File: config.mk
export PLATFORM = sky130hd
export DESIGN_NAME = ncol_chan
export DESIGN_NICKNAME = d
export VERILOG_FILES = /design/src/rtl/ncol_pkg.sv /design/src/rtl/ncol_chan.sv
export SDC_FILE = /design/constraint.sdc
export NUM_CORES = 2
export LEC_CHECK = 0
export BUFFER_PORTS_ARGS = -buffer_cell sky130_fd_sc_hd__buf_2
export CORE_MARGIN = 3
export CORE_UTILIZATION = 59
export CTS_CLUSTER_DIAMETER = 40
export DETAILED_ROUTE_END_ITERATION = 12
export PLACE_DENSITY_LB_ADDON = 0.1
export SYNTH_ARGS = -nofsm -noshare
export SYNTH_HDL_FRONTEND = slang
export SYNTH_SLANG_ARGS = --single-unit
export TNS_END_PERCENT = 100
File: constraint.sdc
create_clock -name i_clk -period 14.2 [get_ports i_clk]
set_input_delay 1.42 -clock i_clk [delete_from_list [all_inputs] [get_ports i_clk]]
set_output_delay 1.42 -clock i_clk [all_outputs]
set_load 0.02 [all_outputs]
File: src/rtl/ncol_pkg.sv
// ---------------------------------------------------------------------------
// ncol_pkg: shared types and constants of the noise palette colorizer
// Register indexes, scheme codes, palette colors and the front-end bundle
// that feeds the three HSV channel pipes.
// ---------------------------------------------------------------------------
package ncol_pkg;

    // Configuration register indexes.
    localparam logic [3:0] CFG_IDX_SCHEME = 4'd0;
    localparam logic [3:0] CFG_IDX_HUE    = 4'd1;

    // Color scheme codes.
    localparam logic [1:0] SCHEME_FIRE  = 2'd0;
    localparam logic [1:0] SCHEME_SMOKE = 2'd1;
    localparam logic [1:0] SCHEME_METAL = 2'd2;

    // Full scale of the red/blue and green channels.
    localparam logic [5:0] SCALE_5BIT = 6'd31;
    localparam logic [5:0] SCALE_6BIT = 6'd63;

    // One turn of hue is 2^17; the HSV numerator unit is 5 * 2^34.
    localparam logic [17:0] HUE_TURN = 18'h2_0000;
    localparam logic [36:0] HSV_ONE  = 37'h14_0000_0000;

    // Reciprocal of five in Q0.10, exact for operands below 1024.
    localparam logic [7:0] RECIP_FIVE = 8'd205;

    // Bundle handed from the front end to the channel pipes.
    typedef struct packed {
        logic [16:0] v;      // value numerator, v = 65536 + u
        logic [18:0] s;      // saturation numerator, s = 131072 + 3u
        logic [17:0] w_r;    // weight on s for red
        logic [17:0] w_g;    // weight on s for green
        logic [17:0] w_b;    // weight on s for blue
        logic [15:0] pal;    // finished palette pixel
        logic        metal;  // metallic scheme selected
    } t_front;

    // Fixed four-color palettes: fire for scheme 0, smoke for scheme 1.
    function automatic logic [15:0] palette_color(input logic smoke, input logic [1:0] idx);
        logic [15:0] c;
        c = 16'h0000;
        if (smoke) begin
            case (idx)
                2'd0:    c = {5'd8,  6'd8,  5'd8};
                2'd1:    c = {5'd16, 6'd16, 5'd16};
                2'd2:    c = {5'd24, 6'd24, 5'd24};
                default: c = {5'd28, 6'd28, 5'd28};
            endcase
        end else begin
            case (idx)
                2'd0:    c = {5'd31, 6'd0,  5'd0};
                2'd1:    c = {5'd31, 6'd15, 5'd0};
                2'd2:    c = {5'd31, 6'd31, 5'd0};
                default: c = {5'd31, 6'd25, 5'd20};
            endcase
        end
        return c;
    endfunction

endpackage

File: src/rtl/ncol_chan.sv
// ---------------------------------------------------------------------------
// ncol_chan: one HSV output channel
// Computes floor(v * (HSV_ONE - w*s) * scale / (5 * 2^51)) over three
// register stages; the final divide by five is a reciprocal multiply.
// ---------------------------------------------------------------------------
module ncol_chan (
    input  logic        i_clk,
    input  logic [16:0] i_v,
    input  logic [18:0] i_s,
    input  logic [17:0] i_w,
    input  logic [5:0]  i_scale,
    output logic [5:0]  o_level
);
    import ncol_pkg::*;

    logic [36:0] r_x3;
    logic [22:0] r_vc3;
    logic [41:0] r_p_lo4;
    logic [40:0] r_p_hi4;
    logic [8:0]  r_y5;

    logic [36:0] ws;
    logic [59:0] sum;
    logic [16:0] quot;

    // Stage 3: channel numerator factor and scaled value.
    always_comb begin
        ws = 37'(i_w) * 37'(i_s);
    end

    always_ff @(posedge i_clk) begin
        r_x3  <= HSV_ONE - ws;
        r_vc3 <= 23'(i_v) * 23'(i_scale);
    end

    // Stage 4: product split into two partial products.
    always_ff @(posedge i_clk) begin
        r_p_lo4 <= 42'(r_vc3) * 42'(r_x3[18:0]);
        r_p_hi4 <= 41'(r_vc3) * 41'(r_x3[36:19]);
    end

    // Stage 5: merge partial products and keep the bits above 2^51.
    always_comb begin
        sum = {r_p_hi4, 19'b0} + 60'(r_p_lo4);
    end

    always_ff @(posedge i_clk) begin
        r_y5 <= sum[59:51];
    end

    // Divide the top bits by five.
    always_comb begin
        quot    = 17'(r_y5) * 17'(RECIP_FIVE);
        o_level = quot[15:10];
    end

endmodule

==> results.md <==
* Outcome: complete, no violations
* Post-synth EDFFs at 0
* Slew @ Worst Pin at 1260 ps
* Synth async-reset ratio at 0%
* CTS H-tree lvls at 4
* Clock buffer depth at 2
* Setup crit start: r_x3[22]
* Post-Syn Area at 45700 µm²
* Slowest-stage cell, CP: dfxtp_1
* Crit path capture: r_p_hi4[39]
* Number of placed I/O pins at 67
* Main synth FF type: dfxtp_1
* Crit path time final at 7160 ps
* Initial antenna violation count at 0
* CORE AREA at 76300 µm²
* Hold Vio Cnt, Final at 0
* Post-route setup TNS at 0 ps
* DIE AREA at 80900 µm²
* Vias per std cell at 5.32
* CP Cell Sequence: nand2_1 -> fa_1 -> inv_1 -> fa_1 -> inv_1 -> fa_1 -> inv_1 -> fa_1 -> fa_1 -> fa_1 -> ha_1 -> a21o_1 -> o211a_1 -> o21ai_0 -> a31oi_1 -> or3_1 -> a21bo_2 -> a31oi_1 -> o21ai_1 -> xor2_1
* Share of layout cells above drive strength 1 at 2.83%
* Worst Hold Class: flop to flop
* Top Family by Delay on Critical Path: adder cells
* Worst r2r src: r_x3[22]
* Port buffer count at 66
* Reg-to-Reg End: r_p_hi4[39]
* Final hold slack at 461 ps
* Multi-input combinational cell area at 37500 µm²
* Worst Path Required at 14560 ps
* Worst Skew at 11.5 ps
* Drt wl/cell at 17.0 µm
* Vias in the first global route at 34400
* Worst EP arrival at 7520 ps
* Vias at 32200
* CP most frequent cell: fa_1
* Max-Cap Viols at 0
* Period utilisation layout at 50.5%
* WP depth at 20
* Die span in x at 284 µm
* Inserted Clock Buffers at 17
* Slew HR at 16.2%
* CP Capture Type: flop
* Clock net sink count at 133
* Detail Route Antenna Nets at 0
* Final Max Slew Viols at 0
* # setup viols final at 0
* Area growth from synthesis to layout at 3.49%
* Sequential share of the synthesized area at 5.82%
* Die height at 284 µm
* Dpl ws at 6610 ps
* Post-CTS Hold Buffers at 0
* Clock-pin transition on the worst setup and hold timing paths at 70 ps
* First-pass GRT wire length at 176000 µm
* Fill count at 6786
* Count of cell types in the netlist at 59
* GRT Total Usage at 27.0%
* Critical Path Start Type: flop
* Post-CTS setup buffers at 0
* FF-to-FF path depth at 20
* Iter 0 DRT Violations at 1752
* WP buf/inv at 3
* RSZ-0062 raised after global routing: no
* Most common cell after layout, fill and taps aside: inv_1
* Syn Nets at 6688
* Placer Congestion at 0.874
* Row cnt at 101
* Most frequent cells in the layout: 1231 x inv_1, 1046 x fa_1, 789 x nand2_1
* GRT Residual Overflow at 0
* PnR worst setup slack at 7040 ps
* Type of the worst setup path: flop to flop
* CTS tree: yes
* CP max FO at 23
* FF/Latch Area at 2660 µm²
* Initial core utilization at 59.9%
* Detail Placement HPWL at 81500 µm
* Largest net degree at the start of global routing at 38
* Total wire length at 103000 µm
* DRC viols at 0
* CTS resizes at 0
* Yosys reg bits at 133
* Crit-path max cell delay at 990 ps
* CTS root buf: clkbuf_16
* Diode count at 0
* Clock Latency Late Sink at 480 ps
* Setup slack, reg-to-reg at 7040 ps
* Average cell area after synthesis at 8.93 µm²
* Syn Inst Count at 5121
* Post-layout net count at 6571
* Fmax at 0.140 GHz
* Detailed Routing Iterations Pass 1 at 5
* Ys Warns at 0
## synthesized netlist by cell type, types with 7 or more instances
cell       number  share of area (%)
inv_1        1231                 10
fa_1         1046                 46
nand2_1       789                6.5
and2_1        568                7.8
ha_1          460                 13
clkbuf_1      217                1.8
dfxtp_1       133                5.8
a21oi_1       115                1.3
xnor2_1        90                1.7
o21ai_0        59               0.65
nor2_1         53               0.44
a21o_1         51               0.84
xor2_1         34               0.65
nand3_1        25               0.27
nor3_1         22               0.24
o21a_1         21               0.34
nand4_1        18               0.25
o21bai_1       17               0.28
buf_1          16               0.13
nor2b_1        16               0.22
and3_1         14               0.19
a31oi_1        11               0.15
nand2b_1       11               0.15
a211oi_1        9               0.15
a41oi_1         7               0.13
o2111ai_1       7               0.13
o211ai_1        7               0.11
o31ai_1         7               0.11
## stage by stage
stage	area, µm²	instances	util [%]
global placement	46700	6015	61.2
finish	47300	6046	62.0
floorplan	45700	5121	-
global route	47300	6046	62.0
CTS	47300	6046	62.0
detailed placement	46700	6015	61.2
## layout make-up
| cell class | count | area share [%] |
|---|---|---|
| clock inverter | 13 | 0.373 |
| timing repair buffer | 103 | 1.29 |
| inverter | 1231 | 9.77 |
| clock buffer | 18 | 0.928 |
| tap | 1030 | 2.72 |
| multi-input combinational | 3518 | 79.3 |
| sequential | 133 | 5.63 |
## metal layers
metal / track usage [%] / share of wire, % / up-vias
met5: 0 / 0 / -
met4: 6.38 / 1.9 / 0
met3: 2.54 / 5.1 / 118
met2: 44.7 / 47 / 809
met1: 38.9 / 46 / 16500
li1: - / - / 14800
## sequential cells by signal, summed over array words and instances (netlist names)
register	flops
r_p_hi4	41
r_x3	37
r_p_lo4	23
r_vc3	23
r_y5	9
## how the worst min path moves through the flow
stage / start / to / slack (ps) / depth (start not counted)
3_3_place_gp: r_p_hi4[40] / r_y5[8] / 460 / 1
2_1_floorplan: r_p_hi4[40] / r_y5[8] / 410 / 1
5_1_grt: r_p_hi4[38] / r_y5[6] / 490 / 1
3_5_place_dp: r_p_hi4[35] / r_y5[3] / 460 / 1
4_1_cts: r_p_hi4[35] / r_y5[3] / 460 / 1
6_report: r_p_hi4[35] / r_y5[3] / 460 / 1
## cells by family after synthesis
| family | after synthesis | synth area share, % |
|---|---|---|
| muxes | 1 | 0.0219 |
| xor gates and xnor gates | 124 | 2.38 |
| and+or+nand+nor | 1532 | 16.3 |
| DFF | 133 | 5.82 |
| AOI/OAI and AO/OA | 355 | 4.99 |
| buffers and inverters | 1470 | 12.1 |
| adders and majority gates | 1506 | 58.4 |
Power is not shown: default switching activity piles up to over one toggle a cycle in this logic, so the estimate is an artifact.
